**src/sv/sfr_pkg.sv**
```systemverilog
`timescale 1ns / 1ps
// ----------------------------------------------------------------------------
// sfr_pkg: shared types and codes for the stuffed frame receiver
// Register indexes, result kinds, phase encoding and the token and result
// structs passed between the front end, the token queue and the engine.
// ----------------------------------------------------------------------------
package sfr_pkg;

    // configuration register indexes
    localparam logic [2:0] CFG_FLAG_CODE      = 3'd0;
    localparam logic [2:0] CFG_ESCAPE_CODE    = 3'd1;
    localparam logic [2:0] CFG_STUF_FLAG_CODE = 3'd2;
    localparam logic [2:0] CFG_STUF_ESC_CODE  = 3'd3;
    localparam logic [2:0] CFG_SENDER_ADDR    = 3'd4;
    localparam logic [2:0] CFG_CTRL_EVEN      = 3'd5;
    localparam logic [2:0] CFG_CTRL_ODD       = 3'd6;

    localparam logic [7:0] RST_FLAG_CODE      = 8'd126;
    localparam logic [7:0] RST_ESCAPE_CODE    = 8'd125;
    localparam logic [7:0] RST_STUF_FLAG_CODE = 8'd94;
    localparam logic [7:0] RST_STUF_ESC_CODE  = 8'd93;
    localparam logic [7:0] RST_SENDER_ADDR    = 8'd3;
    localparam logic [7:0] RST_CTRL_EVEN      = 8'd0;
    localparam logic [7:0] RST_CTRL_ODD       = 8'd64;

    typedef enum logic [2:0] {
        KIND_PAYLOAD   = 3'd0,
        KIND_GOOD_NEW  = 3'd1,
        KIND_GOOD_DUP  = 3'd2,
        KIND_BAD_CHECK = 3'd3,
        KIND_ESC_ERROR = 3'd4
    } kind_t;

    typedef enum logic [2:0] {
        PH_HUNT = 3'd0,
        PH_FLAG = 3'd1,
        PH_ADDR = 3'd2,
        PH_CTRL = 3'd3,
        PH_BODY = 3'd4,
        PH_ESC  = 3'd5
    } phase_t;

    typedef struct packed {
        logic [7:0] flag_code;
        logic [7:0] escape_code;
        logic [7:0] stuf_flag_code;
        logic [7:0] stuf_esc_code;
        logic [7:0] sender_addr;
        logic [7:0] ctrl_even;
        logic [7:0] ctrl_odd;
    } cfg_t;

    // one classified line byte
    typedef struct packed {
        logic [7:0] data;
        logic       is_flag;
        logic       is_escape;
        logic       is_addr;
        logic       is_ctrl_even;
        logic       is_ctrl_odd;
        logic       is_hdr_even;
        logic       is_hdr_odd;
        logic       is_stuf_flag;
        logic       is_stuf_esc;
    } tok_t;

    typedef struct packed {
        kind_t      kind;
        logic [7:0] data_byte;
        logic       seq_bit;
        logic       send_reply;
        logic       reply_is_reject;
        logic       last;
    } res_t;

endpackage

```
**src/sv/sfr_classifier.sv**
```systemverilog
`timescale 1ns / 1ps
// ----------------------------------------------------------------------------
// sfr_classifier: front-end byte classifier
// Compares a raw line byte against every configured code and the two
// possible header check values, producing a token for the engine.
// ----------------------------------------------------------------------------
module sfr_classifier
    import sfr_pkg::*;
(
    input  logic [7:0] rx_byte,
    input  cfg_t       cfg,
    output tok_t       tok
);

    logic [7:0] hdr_even;
    logic [7:0] hdr_odd;

    assign hdr_even = cfg.sender_addr ^ cfg.ctrl_even;
    assign hdr_odd  = cfg.sender_addr ^ cfg.ctrl_odd;

    always_comb begin
        tok.data         = rx_byte;
        tok.is_flag      = (rx_byte == cfg.flag_code);
        tok.is_escape    = (rx_byte == cfg.escape_code);
        tok.is_addr      = (rx_byte == cfg.sender_addr);
        tok.is_ctrl_even = (rx_byte == cfg.ctrl_even);
        tok.is_ctrl_odd  = (rx_byte == cfg.ctrl_odd);
        tok.is_hdr_even  = (rx_byte == hdr_even);
        tok.is_hdr_odd   = (rx_byte == hdr_odd);
        tok.is_stuf_flag = (rx_byte == cfg.stuf_flag_code);
        tok.is_stuf_esc  = (rx_byte == cfg.stuf_esc_code);
    end

endmodule

```
**src/sv/sfr_token_fifo.sv**
```systemverilog
`timescale 1ns / 1ps
// ----------------------------------------------------------------------------
// sfr_token_fifo: token queue between classifier and engine
// Small register FIFO; read data is taken straight from the head entry.
// ----------------------------------------------------------------------------
module sfr_token_fifo
    import sfr_pkg::*;
#(
    parameter int DEPTH = 2
) (
    input  logic aclk,
    input  logic aresetn,
    input  logic wr_valid,
    output logic wr_ready,
    input  tok_t wr_data,
    output logic rd_valid,
    input  logic rd_ready,
    output tok_t rd_data
);

    localparam int PTR_W = (DEPTH > 1) ? $clog2(DEPTH) : 1;
    localparam int CNT_W = $clog2(DEPTH + 1);
    localparam logic [PTR_W-1:0] PTR_LAST = PTR_W'(DEPTH - 1);
    localparam logic [CNT_W-1:0] CNT_FULL = CNT_W'(DEPTH);

    tok_t             mem [DEPTH];
    logic [PTR_W-1:0] wr_ptr_reg, wr_ptr_next;
    logic [PTR_W-1:0] rd_ptr_reg, rd_ptr_next;
    logic [CNT_W-1:0] count_reg, count_next;
    logic             wr_fire, rd_fire;

    assign wr_ready = (count_reg != CNT_FULL);
    assign rd_valid = (count_reg != '0);
    assign rd_data  = mem[rd_ptr_reg];
    assign wr_fire  = wr_valid && wr_ready;
    assign rd_fire  = rd_ready && rd_valid;

    always_comb begin
        wr_ptr_next = wr_ptr_reg;
        rd_ptr_next = rd_ptr_reg;
        count_next  = count_reg;
        if (wr_fire) begin
            wr_ptr_next = (wr_ptr_reg == PTR_LAST) ? '0 : wr_ptr_reg + 1'b1;
        end
        if (rd_fire) begin
            rd_ptr_next = (rd_ptr_reg == PTR_LAST) ? '0 : rd_ptr_reg + 1'b1;
        end
        if (wr_fire && !rd_fire) begin
            count_next = count_reg + 1'b1;
        end else if (rd_fire && !wr_fire) begin
            count_next = count_reg - 1'b1;
        end
    end

    always_ff @(posedge aclk) begin
        if (!aresetn) begin
            wr_ptr_reg <= '0;
            rd_ptr_reg <= '0;
            count_reg  <= '0;
        end else begin
            wr_ptr_reg <= wr_ptr_next;
            rd_ptr_reg <= rd_ptr_next;
            count_reg  <= count_next;
        end
    end

    always_ff @(posedge aclk) begin
        if (wr_fire) begin
            mem[wr_ptr_reg] <= wr_data;
        end
    end

endmodule

```
**src/sv/sfr_frame_engine.sv**
```systemverilog
`timescale 1ns / 1ps
// ----------------------------------------------------------------------------
// sfr_frame_engine: frame state machine and result register
// Takes one token per cycle unless a result waits: header hunt, de-stuffing,
// one-byte payload delay, running XOR check and the end-of-frame verdict.
// ----------------------------------------------------------------------------
module sfr_frame_engine
    import sfr_pkg::*;
(
    input  logic aclk,
    input  logic aresetn,
    input  cfg_t cfg,
    input  logic tok_valid,
    output logic tok_ready,
    input  tok_t tok,
    output logic res_valid,
    input  logic res_ready,
    output res_t res
);

    phase_t     phase_reg, phase_next;
    logic       frame_seq_reg, frame_seq_next;
    logic [7:0] held_byte_reg, held_byte_next;
    logic [1:0] held_cnt_reg, held_cnt_next;
    logic [7:0] run_xor_reg, run_xor_next;
    logic       exp_seq_reg, exp_seq_next;
    logic       out_valid_reg, out_valid_next;
    res_t       out_res_reg, out_res_next;

    logic       tok_fire;
    logic       body_take;
    logic [7:0] body_byte;
    logic       good;
    logic       hdr_ok;

    assign tok_ready = !out_valid_reg || res_ready;
    assign tok_fire  = tok_valid && tok_ready;
    assign res_valid = out_valid_reg;
    assign res       = out_res_reg;

    assign good   = (held_cnt_reg != 2'd0) && (run_xor_reg == held_byte_reg);
    assign hdr_ok = frame_seq_reg ? tok.is_hdr_odd : tok.is_hdr_even;

    // next phase
    always_comb begin
        phase_next = phase_reg;
        if (tok_fire) begin
            case (phase_reg)
                PH_FLAG: begin
                    if (tok.is_flag)      phase_next = PH_FLAG;
                    else if (tok.is_addr) phase_next = PH_ADDR;
                    else                  phase_next = PH_HUNT;
                end
                PH_ADDR: begin
                    if (tok.is_ctrl_even || tok.is_ctrl_odd) phase_next = PH_CTRL;
                    else phase_next = tok.is_flag ? PH_FLAG : PH_HUNT;
                end
                PH_CTRL: begin
                    if (hdr_ok) phase_next = PH_BODY;
                    else        phase_next = tok.is_flag ? PH_FLAG : PH_HUNT;
                end
                PH_BODY: begin
                    if (tok.is_flag)        phase_next = PH_FLAG;
                    else if (tok.is_escape) phase_next = PH_ESC;
                    else                    phase_next = PH_BODY;
                end
                PH_ESC: begin
                    if (tok.is_stuf_flag || tok.is_stuf_esc) phase_next = PH_BODY;
                    else phase_next = tok.is_flag ? PH_FLAG : PH_HUNT;
                end
                default: begin
                    phase_next = tok.is_flag ? PH_FLAG : PH_HUNT;
                end
            endcase
        end
    end

    // datapath and results
    always_comb begin
        frame_seq_next = frame_seq_reg;
        held_byte_next = held_byte_reg;
        held_cnt_next  = held_cnt_reg;
        run_xor_next   = run_xor_reg;
        exp_seq_next   = exp_seq_reg;
        out_valid_next = out_valid_reg && !res_ready;
        out_res_next   = out_res_reg;
        body_take      = 1'b0;
        body_byte      = tok.data;

        if (tok_fire) begin
            case (phase_reg)
                PH_ADDR: begin
                    if (tok.is_ctrl_even)     frame_seq_next = 1'b0;
                    else if (tok.is_ctrl_odd) frame_seq_next = 1'b1;
                end
                PH_CTRL: begin
                    if (hdr_ok) begin
                        held_byte_next = 8'd0;
                        held_cnt_next  = 2'd0;
                        run_xor_next   = 8'd0;
                    end
                end
                PH_BODY: begin
                    if (tok.is_flag) begin
                        out_valid_next               = 1'b1;
                        out_res_next.data_byte       = 8'd0;
                        out_res_next.seq_bit         = frame_seq_reg;
                        out_res_next.send_reply      = 1'b1;
                        out_res_next.reply_is_reject = !good;
                        out_res_next.last            = 1'b1;
                        if (!good) begin
                            out_res_next.kind = KIND_BAD_CHECK;
                        end else if (frame_seq_reg == exp_seq_reg) begin
                            out_res_next.kind = KIND_GOOD_NEW;
                            exp_seq_next      = !exp_seq_reg;
                        end else begin
                            out_res_next.kind = KIND_GOOD_DUP;
                        end
                    end else if (!tok.is_escape) begin
                        body_take = 1'b1;
                    end
                end
                PH_ESC: begin
                    if (tok.is_stuf_flag) begin
                        body_take = 1'b1;
                        body_byte = cfg.flag_code;
                    end else if (tok.is_stuf_esc) begin
                        body_take = 1'b1;
                        body_byte = cfg.escape_code;
                    end else begin
                        out_valid_next               = 1'b1;
                        out_res_next.kind            = KIND_ESC_ERROR;
                        out_res_next.data_byte       = 8'd0;
                        out_res_next.seq_bit         = frame_seq_reg;
                        out_res_next.send_reply      = 1'b0;
                        out_res_next.reply_is_reject = 1'b0;
                        out_res_next.last            = 1'b1;
                    end
                end
                default: begin
                end
            endcase
        end

        // one-byte delay: emit the held byte, keep the new one back
        if (body_take) begin
            if (held_cnt_reg != 2'd0) begin
                out_valid_next               = 1'b1;
                out_res_next.kind            = KIND_PAYLOAD;
                out_res_next.data_byte       = held_byte_reg;
                out_res_next.seq_bit         = frame_seq_reg;
                out_res_next.send_reply      = 1'b0;
                out_res_next.reply_is_reject = 1'b0;
                out_res_next.last            = 1'b0;
                run_xor_next                 = run_xor_reg ^ held_byte_reg;
            end
            held_byte_next = body_byte;
            if (held_cnt_reg != 2'd2) begin
                held_cnt_next = held_cnt_reg + 2'd1;
            end
        end
    end

    always_ff @(posedge aclk) begin
        if (!aresetn) begin
            phase_reg     <= PH_HUNT;
            frame_seq_reg <= 1'b0;
            held_byte_reg <= 8'd0;
            held_cnt_reg  <= 2'd0;
            run_xor_reg   <= 8'd0;
            exp_seq_reg   <= 1'b0;
            out_valid_reg <= 1'b0;
        end else begin
            phase_reg     <= phase_next;
            frame_seq_reg <= frame_seq_next;
            held_byte_reg <= held_byte_next;
            held_cnt_reg  <= held_cnt_next;
            run_xor_reg   <= run_xor_next;
            exp_seq_reg   <= exp_seq_next;
            out_valid_reg <= out_valid_next;
        end
    end

    always_ff @(posedge aclk) begin
        out_res_reg <= out_res_next;
    end

endmodule

```
**src/sv/stuffed_frame_receiver.sv**
```systemverilog
`timescale 1ns / 1ps
// ----------------------------------------------------------------------------
// stuffed_frame_receiver: byte-stuffed information frame receiver
// Hunts for frame headers, de-stuffs the body, streams payload bytes and
// reports a verdict with an RR/REJ request at each closing flag.
// ----------------------------------------------------------------------------
// Usage:
//   s_valid/s_ready/s_rx_byte carry raw line bytes, one per transfer.
//   m_valid/m_ready carry results: payload bytes (kind 0) and end-of-frame
//   verdicts (kinds 1..4, m_last high). Many line bytes give no result
//   (header bytes, escapes, the first body byte, which is held back).
//   Configuration: cfg_wr_en writes cfg_wr_data into register cfg_index
//   (flag, escape, stuffed flag, stuffed escape, address, even and odd
//   control codes); indexes above six are ignored. Write only while the
//   receiver is idle.
// Throughput: one byte per cycle while results are taken. The front
//   classifier writes a token queue and the frame engine retires one token
//   per cycle unless a result waits in its output register.
// Path: the byte that causes a result is registered in the token queue,
//   and the result is then registered in the engine's output register.
// Reset: synchronous active-low aresetn returns to hunting for a flag,
//   clears the expected sequence bit and reloads the default codes.
// Stall: while a result waits and m_ready is low, the engine holds; the
//   queue then fills and s_ready drops. No byte or result is ever dropped.
// ----------------------------------------------------------------------------
module stuffed_frame_receiver
    import sfr_pkg::*;
#(
    parameter int FIFO_DEPTH = 2
) (
    input  logic       aclk,
    input  logic       aresetn,
    // configuration write port
    input  logic       cfg_wr_en,
    input  logic [2:0] cfg_index,
    input  logic [7:0] cfg_wr_data,
    // line byte input
    input  logic       s_valid,
    output logic       s_ready,
    input  logic [7:0] s_rx_byte,
    // result output
    output logic       m_valid,
    input  logic       m_ready,
    output logic [2:0] m_kind,
    output logic [7:0] m_data_byte,
    output logic       m_seq_bit,
    output logic       m_send_reply,
    output logic       m_reply_is_reject,
    output logic       m_last
);

    cfg_t cfg_reg, cfg_next;
    tok_t in_tok;
    tok_t q_tok;
    logic q_valid;
    logic q_ready;
    res_t res;

    // configuration registers
    always_comb begin
        cfg_next = cfg_reg;
        if (cfg_wr_en) begin
            case (cfg_index)
                CFG_FLAG_CODE:      cfg_next.flag_code      = cfg_wr_data;
                CFG_ESCAPE_CODE:    cfg_next.escape_code    = cfg_wr_data;
                CFG_STUF_FLAG_CODE: cfg_next.stuf_flag_code = cfg_wr_data;
                CFG_STUF_ESC_CODE:  cfg_next.stuf_esc_code  = cfg_wr_data;
                CFG_SENDER_ADDR:    cfg_next.sender_addr    = cfg_wr_data;
                CFG_CTRL_EVEN:      cfg_next.ctrl_even      = cfg_wr_data;
                CFG_CTRL_ODD:       cfg_next.ctrl_odd       = cfg_wr_data;
                default: begin
                end
            endcase
        end
    end

    always_ff @(posedge aclk) begin
        if (!aresetn) begin
            cfg_reg.flag_code      <= RST_FLAG_CODE;
            cfg_reg.escape_code    <= RST_ESCAPE_CODE;
            cfg_reg.stuf_flag_code <= RST_STUF_FLAG_CODE;
            cfg_reg.stuf_esc_code  <= RST_STUF_ESC_CODE;
            cfg_reg.sender_addr    <= RST_SENDER_ADDR;
            cfg_reg.ctrl_even      <= RST_CTRL_EVEN;
            cfg_reg.ctrl_odd       <= RST_CTRL_ODD;
        end else begin
            cfg_reg <= cfg_next;
        end
    end

    // front end: classify each incoming byte
    sfr_classifier u_classifier (
        .rx_byte (s_rx_byte),
        .cfg     (cfg_reg),
        .tok     (in_tok)
    );

    sfr_token_fifo #(
        .DEPTH (FIFO_DEPTH)
    ) u_token_fifo (
        .aclk     (aclk),
        .aresetn  (aresetn),
        .wr_valid (s_valid),
        .wr_ready (s_ready),
        .wr_data  (in_tok),
        .rd_valid (q_valid),
        .rd_ready (q_ready),
        .rd_data  (q_tok)
    );

    // back end: frame state machine with output register
    sfr_frame_engine u_frame_engine (
        .aclk      (aclk),
        .aresetn   (aresetn),
        .cfg       (cfg_reg),
        .tok_valid (q_valid),
        .tok_ready (q_ready),
        .tok       (q_tok),
        .res_valid (m_valid),
        .res_ready (m_ready),
        .res       (res)
    );

    assign m_kind            = res.kind;
    assign m_data_byte       = res.data_byte;
    assign m_seq_bit         = res.seq_bit;
    assign m_send_reply      = res.send_reply;
    assign m_reply_is_reject = res.reply_is_reject;
    assign m_last            = res.last;

endmodule

```
**config.mk**
```make
export PLATFORM = sky130hd
export DESIGN_NAME = stuffed_frame_receiver
export DESIGN_NICKNAME = d
export VERILOG_FILES = /design/src/sv/sfr_pkg.sv /design/src/sv/sfr_classifier.sv /design/src/sv/sfr_token_fifo.sv /design/src/sv/sfr_frame_engine.sv /design/src/sv/stuffed_frame_receiver.sv
export SDC_FILE = /design/constraint.sdc
export NUM_CORES = 1
export LEC_CHECK = 0
export ABC_AREA = 1
export BUFFER_PORTS_ARGS = -buffer_cell sky130_fd_sc_hd__clkbuf_2
export CORE_ASPECT_RATIO = 0.7
export CORE_MARGIN = 3
export CORE_UTILIZATION = 50
export DETAILED_ROUTE_END_ITERATION = 8
export PLACE_DENSITY_LB_ADDON = 0.08
export SLEW_MARGIN = 20
export SYNTH_ARGS = -nofsm -noshare
export SYNTH_HDL_FRONTEND = slang
export SYNTH_SLANG_ARGS = --single-unit
```
**constraint.sdc**
```tcl
create_clock -name aclk -period 4.33 [get_ports aclk]
set_input_delay 0.2165 -clock aclk [delete_from_list [all_inputs] [get_ports aclk]]
set_output_delay 0.2165 -clock aclk [all_outputs]
set_load 0.02 [all_outputs]
```
==> run_results.csv, run 1 <==
group,metric,value,unit
floorplan,rows,33,
clock_tree,cts.path.max_buffers,2,
synthesis,yosys_register_bits,134,
setup_path,critical_path.endpoint_type,"flop",
route,drc,0,
timing,finClkSkew,11.9,ps
setup_path,path_class,"flop to flop",
timing,worstMarginPinSlew,887,ps
route,dr.pass1.iters,5,
setup_path,critPathArrivalTime,2540,ps
synthesis,synth_nets,798,
global_routing,grt_pass1_wl,26600,um
final_layout,multi_input_area,2950,um2
clock_tree,hold_buffers,0,
global_routing,grt_overflow_total,0,
final_layout,final_nets,835,
synthesis,synth_edf_count,34,
floorplan,start_util,52.6,%
place,dp_hpwl,11700,um
global_routing,grt_max_degree,68,
timing,drv_slew,0,
synthesis,synth-warning-count,0,
run,maxCapViolCount,0,
place,place_congestion,0.942,
route,via_per_inst,5.39,
power_and_ir_drop,vdd_drop_max,0.000344,V
synthesis,synthArstFlopShare,0,%
floorplan,fp.dieH,100,um
clock_tree,numCtsBuffers,17,
final_layout,area_growth,13.5,%
status,outcome,"finished clean",
place,dp.cells,948,
final_layout,largest_reg_flops,56,
timing,post-route-period-util,50.3,%
synthesis,synthCells,773,
timing,final.setup.tns,0,ps
timing,max_freq,459,MHz
clock_tree,root_buffer,"clkbuf_16",
power_and_ir_drop,p_per_area,488,nW/um2
power_and_ir_drop,leakagePower,0.00303,uW
clock_tree,ctsResizeCount,0,
clock_tree,clk_pin_slew_worst_paths,70,ps
synthesis,synth_top_area_cell,"dfxtp_1",
global_routing,grt_antenna_before_repair,0,
synthesis,netlist.area_leader.share,31.6,%
floorplan,die_w,141,um
synthesis,synth_ff_type,"dfxtp_1",
synthesis,yosysUniqueCellTypes,40,
synthesis,yosysSeqAreaShare,47.7,%
synthesis,synthTopCellsByArea,"dfxtp_1 32%, edfxtp_1 16%, nand2_1 8.9%, xnor2_1 7.3%, nor2_1 6.7%",
route,route.detailed.wl_per_inst,16.8,um
floorplan,ios,41,
final_layout,n_fill_cell,1074,
route,drt_iter0_drc,446,
clock_tree,cts_max_level,4,
floorplan,die_area,14100,um2
final_layout,layout-drive-gt1-share,13.4,%
clock_tree,post-cts-setup-buffer-count,0,
route,wirelength,16500,um
final_layout,layoutNonFillerInstCount,980,
final_layout,seq_area,3020,um2
clock_tree,clock-sinks,134,
synthesis,synth_area,6340,um2
setup_path,required,4690,ps
timing,timing.final.hold_violations,0,
global_routing,grt_pass1_vias,4978,
timing,finalSetupViolations,0,
route,final_antenna_net_count,0,
floorplan,core_area,12100,um2
clock_tree,cts_tree,"yes",
synthesis,avgSynthCellArea,8.20,um2
place,portBuffers,40,
setup_path,cp-start-kind,"flop",
final_layout,diodes,0,
timing,rsz0062_at_grt,"no",
timing,relSlewSlack,40.3,%
timing,min_period,2180,ps
setup_path,worst-path-max-fanout,26,
min_path,hp-class,"primary input to flop",
clock_tree,clk_latency,420,ps
global_routing,grt_use_total,24.4,%
route,vias,5278,
power by group:
group	internal (uW)	switching, uW
clock network	860	592
registers	1380	78.7
logic	180	425
total	2420	1100
layout by cell type (no fill, tap or decap), types with 6 or more instances in the layout:
cell type / n
nand4_1: 14
clkbuf_16: 17
nor2_1: 114
nand3_1: 67
inv_6: 6
dfxtp_1: 100
clkbuf_2: 40
xor2_1: 23
a21oi_1: 27
inv_1: 52
xnor2_1: 53
nand2_4: 8
o21ai_0: 60
nand2_1: 151
edfxtp_1: 34
Yosys cell counts, drive strengths merged (2+ instances only):
| cell type | number |
|---|---|
| xor2 | 23 |
| nand3 | 73 |
| nor4 | 3 |
| o21ai | 66 |
| inv | 55 |
| buf | 17 |
| edfxtp | 34 |
| xnor2 | 53 |
| nor2 | 119 |
| a21oi | 32 |
| clkinv | 2 |
| nand2 | 164 |
| clkbuf | 8 |
| nor3 | 2 |
| nand4 | 14 |
| dfxtp | 100 |
| o211ai | 2 |
cell families after synthesis:
| logic type | Yosys count | synth area share, % |
|---|---|---|
| and+or+nand+nor | 377 | 26.9 |
| xor gates and xnor gates | 76 | 10.5 |
| muxes | 1 | 0.158 |
| DFF | 134 | 47.7 |
| buffers and inverters | 82 | 5.90 |
| adders and majority gates | 1 | 0.197 |
| AOI/OAI and AO/OA | 102 | 8.66 |
metrics by stage:
step | setup slack, ps | total power (uW) | util, % | instance area (um2) | hold WS (ps)
after floorplan | 2420 | 1910 | - | 6340 | 315
after global placement | 2310 | 2060 | 54.8 | 6610 | 437
after detailed placement | 2180 | 2080 | 54.8 | 6610 | 447
after CTS | 2160 | 3520 | 59.7 | 7200 | 163
after global routing | 1900 | 3670 | 59.7 | 7200 | 185
final | 2150 | 3520 | 59.7 | 7200 | 178
per-layer routing:
layer  track usage [%]  vias to the layer above  routed length [um]
met5                 0                        -                   0
met4              8.27                        0                 210
met3              5.43                       20                1350
met2              35.1                      188                6870
met1              36.4                     2463                8050
li1                  -                     2607                   -
worst paths after layout:
kind	start	endpoint	slack (ps)	depth (start not counted)
max	flop	u_frame_engine.run_xor_reg[1]$_SDFF_PN0_	2150	10
min	cfg_wr_data[2]	cfg_reg[26]$_SDFFE_PN1P_	180	3
max reg2reg	flop	u_frame_engine.run_xor_reg[1]$_SDFF_PN0_	2150	10
min reg2reg	u_frame_engine.res[11]$_DFF_P_	u_frame_engine.res[11]$_DFF_P_	470	2
worst max-delay path: stages (launching register included):
cell and delay (ps):
dfxtp_1 740, inv_6 170, nand2_2 140, nand2_4 90, nand2_4 110, nand3_4 130
nand2_4 190, nand2_4 210, nand2_1 130, nand2_1 70, a21oi_2 130
final cells by class:
cell class | instances | share of cell area, %
sequential | 134 | 42.0
multi-input combinational | 557 | 40.9
clock buffer | 17 | 5.91
timing repair buffer | 43 | 3.09
inverter | 57 | 3.08
tap | 157 | 2.73
clock inverter | 15 | 2.29
Power figures use the tool's default switching activity.
==> run 2: changes to the inputs <==
clock period = 2.2 ns   (was 4.33 ns; I/O delays follow)
==> run 2 against run 1 <==
Total power up 95%. Sequential cell count unchanged. Routed wire length rose by 3.9%. Setup slack got worse by 1800 ps. Core utilization rose by 0.88 points. Final area increased by 1.5%. Count of clock-buffer cells in the layout grew 6. Global-route usage is 0.66 points higher. Via count increased by 2.3%. Clock skew fell by 1.3 ps. First-iteration DRC count rose by 21%. Clock power up 91%. Critical path type unchanged.
==> run_results.csv, run 2 (synthesis results as in run 1) <==
group,metric,value,unit
clock_tree,root_buffer,"clkbuf_16",
min_path,hp-class,"primary input to flop",
route,wirelength,17100,um
place,portBuffers,40,
final_layout,multi_input_area,2950,um2
floorplan,die_w,141,um
final_layout,area_growth,15.2,%
timing,rsz0062_at_grt,"no",
setup_path,critical_path.endpoint_type,"flop",
timing,timing.final.ws_setup,314,ps
power_and_ir_drop,p_sw_share,29.5,%
global_routing,grt_use_total,25.1,%
clock_tree,post-cts-setup-buffer-count,0,
place,dp.cells,962,
timing,post-route-period-util,85.7,%
clock_tree,cts_max_level,4,
final_layout,layout_commonest_cell,"nand2_1",
setup_path,critPathArrivalTime,2180,ps
route,dr.pass1.iters,5,
final_layout,layout-drive-gt1-share,14.5,%
clock_tree,clock-sinks,134,
route,route.detailed.wl_per_inst,17.2,um
timing,worstMarginPinSlew,591,ps
clock_tree,cts_tree,"yes",
timing,min_period,1890,ps
power_and_ir_drop,leakagePower,0.00311,uW
route,wirelength_met1,8040,um
clock_tree,cts.path.max_buffers,2,
status,outcome,"finished clean",
global_routing,grt_max_degree,60,
final_layout,layoutNonFillerInstCount,994,
final_layout,n_fill_cell,1087,
floorplan,rows,33,
timing,finalSetupViolations,0,
timing,relSlewSlack,60.4,%
final_layout,seq_area,3020,um2
final_layout,final_nets,849,
global_routing,grt_overflow_total,0,
timing,drv_slew,0,
timing,timing.final.hold_violations,0,
power_and_ir_drop,combPwrFrac,18.2,%
clock_tree,ctsResizeCount,0,
global_routing,grt_antenna_before_repair,0,
power_and_ir_drop,p_int,4840,uW
route,drc,0,
setup_path,worst-path-max-fanout,12,
clock_tree,hold_buffers,0,
timing,finClkSkew,10.7,ps
power_and_ir_drop,vdd_drop_max,0.000606,V
route,dr_wl_met3,1570,um
timing,final.setup.tns,0,ps
place,dp_hpwl,12000,um
final_layout,largest_reg_flops,56,
floorplan,die_area,14100,um2
global_routing,grt_pass1_wl,27300,um
timing,max_freq,530,MHz
floorplan,core_area,12100,um2
setup_path,path_class,"flop to flop",
route,via_per_inst,5.43,
global_routing,grt_pass1_vias,5103,
final_layout,diodes,0,
route,met2_length,7250,um
route,final_antenna_net_count,0,
clock_tree,clk_pin_slew_worst_paths,60,ps
final_layout,final_cell_mix,"151 x nand2_1, 114 x nor2_1, 100 x dfxtp_1, 67 x nand3_1, 60 x o21ai_0",
route,drt_iter0_drc,540,
setup_path,required,2490,ps
place,place_congestion,0.910,
floorplan,ios,41,
clock_tree,clk_latency,420,ps
power_and_ir_drop,p_per_area,940,nW/um2
run,maxCapViolCount,0,
timing,whs,76.4,ps
place,dp_slack,329,ps
clock_tree,numCtsBuffers,17,
floorplan,fp.dieH,100,um
power_and_ir_drop,p_seq_share,41.5,%
route,vias,5402,
floorplan,start_util,52.6,%
route,top_layer,"met4",
setup_path,cp-start-kind,"flop",
power_and_ir_drop,pwr-share-clk,40.3,%
power_and_ir_drop,p_sw,2030,uW
## run 2: changes by cell type in the layout (fill, tap and decap cells not counted), sizes merged
cell	delta
clkbuf	+6
buf	+14
clkinv	+2
inv	-8
## run 2: metrics by stage
stage | utilization [%] | total power, uW | area, um2
floorplan | - | 3760 | 6340
global placement | 55.8 | 4080 | 6730
detailed placement | 55.8 | 4120 | 6730
CTS | 60.6 | 6880 | 7310
global route | 60.6 | 7170 | 7310
finish | 60.6 | 6870 | 7310
## run 2: final timing paths
| path | from | endpoint | slack (ps) | cells past startpoint |
|---|---|---|---|---|
| min reg2reg | u_token_fifo.rd_ptr_reg$_SDFFE_PN0P_ | u_token_fifo.rd_ptr_reg$_SDFFE_PN0P_ | 450 | 1 |
| max | flop | u_frame_engine.res[5]$_DFF_P_ | 310 | 8 |
| max reg2reg | flop | u_frame_engine.res[5]$_DFF_P_ | 310 | 8 |
| min | m_ready | u_frame_engine.res_valid$_SDFF_PN0_ | 80 | 4 |
## run 2: area by class of cell
cell class                      count  area share (%)
Timing Repair Buffer               57            4.66
Sequential cell                   134            41.4
Clock buffer                       23            6.54
Tap cell                          157            2.69
Multi-Input combinational cell    557            40.3
Clock inverter                      9            1.39
Inverter                           57            3.03
## run 2: power groups by stage
stage	sequential, uW	clock, uW	combinational [uW]
after floorplan	2850	0	908
after global placement	2890	0	1190
after detailed placement	2900	0	1220
after CTS	2850	2800	1230
after global routing	2870	2900	1400
final	2850	2770	1250
## run 2: worst max-delay path, cell delays in order (launching register included)
cell     delay (ps)
dfxtp_1         500
buf_4           240
nand2_1         100
nand2_4         110
nor2_2           50
inv_1            70
nand3_1         370
nand3_1         210
o21ai_1          90
## run 2: metal layers
layer / vias up / global-route usage, %
li1: 2622 / -
met4: 0 / 6.33
met1: 2550 / 36.6
met3: 26 / 6.90
met2: 204 / 37.0
met5: - / 0
==> run 3: changes to the inputs <==
clock period = 1.8 ns   (was 2.2 ns; I/O delays follow)
==> run 3 against run 2 <==
Clock power grew 26%. Clock skew is 0.85 ps higher. Sequential power rose by 22%. Global-route usage decreased by 0.62 points. Critical path type unchanged. Sequential share of layout area is 0.53 points lower. Die area stayed put. Count of clock-buffer cells in the layout increased by 5. Worst hold slack worse by 14 ps.
==> run_results.csv, run 3 (synthesis results as in run 1) <==
group,metric,value,unit
status,outcome,"finished clean",
place,portBuffers,40,
route,dr.pass1.iters,5,
clock_tree,clk_pin_slew_worst_paths,60,ps
final_layout,largest_reg_flops,56,
timing,timing.final.hold_violations,0,
global_routing,grt_overflow_total,0,
global_routing,grt_use_total,24.5,%
setup_path,critical_path.endpoint_type,"flop",
clock_tree,cts_max_level,4,
global_routing,met3_usage,6.57,%
clock_tree,hold_buffers,0,
power_and_ir_drop,vdd_drop_max,0.000774,V
route,wirelength,16800,um
final_layout,layout_commonest_cell,"nand2_1",
place,placed_area,6760,um2
global_routing,grt-busiest-layer,"met1",
timing,drv_slew,0,
floorplan,core_area,12100,um2
clock_tree,clock-sinks,134,
route,vias,5429,
route,route.detailed.wl_per_inst,16.8,um
final_layout,layout-drive-gt1-share,15.6,%
setup_path,crit_slowest_cell,"dfxtp_1",
global_routing,grt_pass1_wl,26800,um
setup_path,critPathArrivalTime,2010,ps
clock_tree,root_buffer,"clkbuf_16",
place,dp_slack,68.3,ps
final_layout,diodes,0,
final_layout,fin_util,61.4,%
final_layout,area_growth,16.7,%
floorplan,rows,33,
timing,final.setup.tns,0,ps
floorplan,start_util,52.6,%
place,dp.cells,964,
timing,finClkSkew,11.5,ps
global_routing,grtUsageMet1,37.1,%
global_routing,grt_antenna_before_repair,0,
final_layout,layoutNonFillerInstCount,998,
floorplan,die_area,14100,um2
final_layout,final_cell_mix,"150 x nand2_1, 111 x nor2_1, 99 x dfxtp_1, 67 x nand3_1, 60 x o21ai_0",
global_routing,gr-usage-met2,33.5,%
timing,post-route-period-util,93.4,%
timing,min_period,1680,ps
final_layout,final_area,7400,um2
setup_path,path_buf_inv,1,
place,place_congestion,0.890,
run,maxCapViolCount,0,
clock_tree,numCtsBuffers,17,
min_path,hp-class,"primary input to flop",
setup_path,max_stage_delay,530,ps
route,final_antenna_net_count,0,
timing,finalSetupViolations,0,
global_routing,grt_pass1_vias,5151,
floorplan,fp.dieH,100,um
setup_path,worst-path-max-fanout,15,
route,via_per_inst,5.44,
route,drc,0,
timing,max_freq,595,MHz
floorplan,ios,41,
setup_path,cpMostUsedCell,"nand2_2",
clock_tree,clk_latency,410,ps
power_and_ir_drop,leakagePower,0.00313,uW
clock_tree,cts_tree,"yes",
floorplan,die_w,141,um
setup_path,required,2130,ps
route,drt_iter0_drc,528,
setup_path,cp_top_family,"simple AND/OR/NAND/NOR gates",
global_routing,grt_max_degree,57,
setup_path,cp-start-kind,"flop",
place,dp_hpwl,12100,um
clock_tree,cts.path.max_buffers,2,
timing,relSlewSlack,60.8,%
timing,worstMarginPinSlew,586,ps
final_layout,final_nets,853,
timing,timing.final.ws_setup,119,ps
setup_path,path_cells,"inv_2 > nor2_4 > nand2_2 > nand2_2 > nand2_4 > nor2_8 > nand2_1 > a21oi_1",
setup_path,path_class,"flop to flop",
power_and_ir_drop,p_per_area,1150,nW/um2
## run 3: cell types whose count changed in the layout (fill, tap and decap cells not counted), moves of 2 or more
cell	before	now
buf_4	16	19
bufinv_16	2	0
clkbuf_16	17	20
clkbuf_8	3	6
clkinv_2	5	2
nor2_1	114	111
nor2_2	2	5
## run 3: final cells by class
class / count / area, um2
Sequential cell: 134 / 3020
Inverter: 57 / 221
Fill cell: 1011 / 4650
Timing Repair Buffer: 61 / 383
Tap cell: 157 / 196
Clock inverter: 4 / 23.8
Multi-Input combinational cell: 557 / 2960
Clock buffer: 28 / 591
## run 3: repair_timing
action	4_1_cts	5_1_grt
gates resized for setup	0	4
setup buffers	0	2
setup endpoints to repair	0	18
endpoints found under the hold margin	0	0
## run 3: worst paths after layout
| kind | startpoint | slack, ps | cells past startpoint | endpoint |
|---|---|---|---|---|
| setup / recovery | u_frame_engine.phase_reg[0]$_SDFFE_PN0P_ | 120 | 8 | u_frame_engine.run_xor_reg[6]$_SDFF_PN0_ |
| hold / removal | m_ready | 60 | 4 | u_frame_engine.res_valid$_SDFF_PN0_ |
| setup reg to reg | u_frame_engine.phase_reg[0]$_SDFFE_PN0P_ | 120 | 8 | u_frame_engine.run_xor_reg[6]$_SDFF_PN0_ |
| hold reg to reg | u_token_fifo.rd_ptr_reg$_SDFFE_PN0P_ | 460 | 1 | u_token_fifo.rd_ptr_reg$_SDFFE_PN0P_ |
## run 3: worst reg2reg max path, stage by stage (launching register included)
cell and delay [ps]:
dfxtp_1 530, inv_2 150, nor2_4 150, nand2_2 90, nand2_2 90, nand2_4 110, nor2_8 240, nand2_1 90
a21oi_1 150
## run 3: through the flow
stage | hold slack [ps] | total power (uW)
after floorplan | 189 | 4600
after global placement | 437 | 4980
after detailed placement | 447 | 5020
after CTS | 48.5 | 8500
after global routing | 74.1 | 8860
final | 62.5 | 8530
## run 3: power breakdown
group / switching, uW / leakage (uW) / internal (uW) / total [uW]
Clock: 1270 / 0.000304 / 2230 / 3500
Combinational: 1060 / 0.00169 / 490 / 1550
Sequential: 157 / 0.00114 / 3320 / 3480
## run 3: routing by layer
metal | part of all wire (%) | up-vias
li1 | - | 2629
met1 | 49 | 2552
met2 | 41 | 216
met3 | 7.8 | 32
met4 | 1.8 | 0
met5 | 0 | -
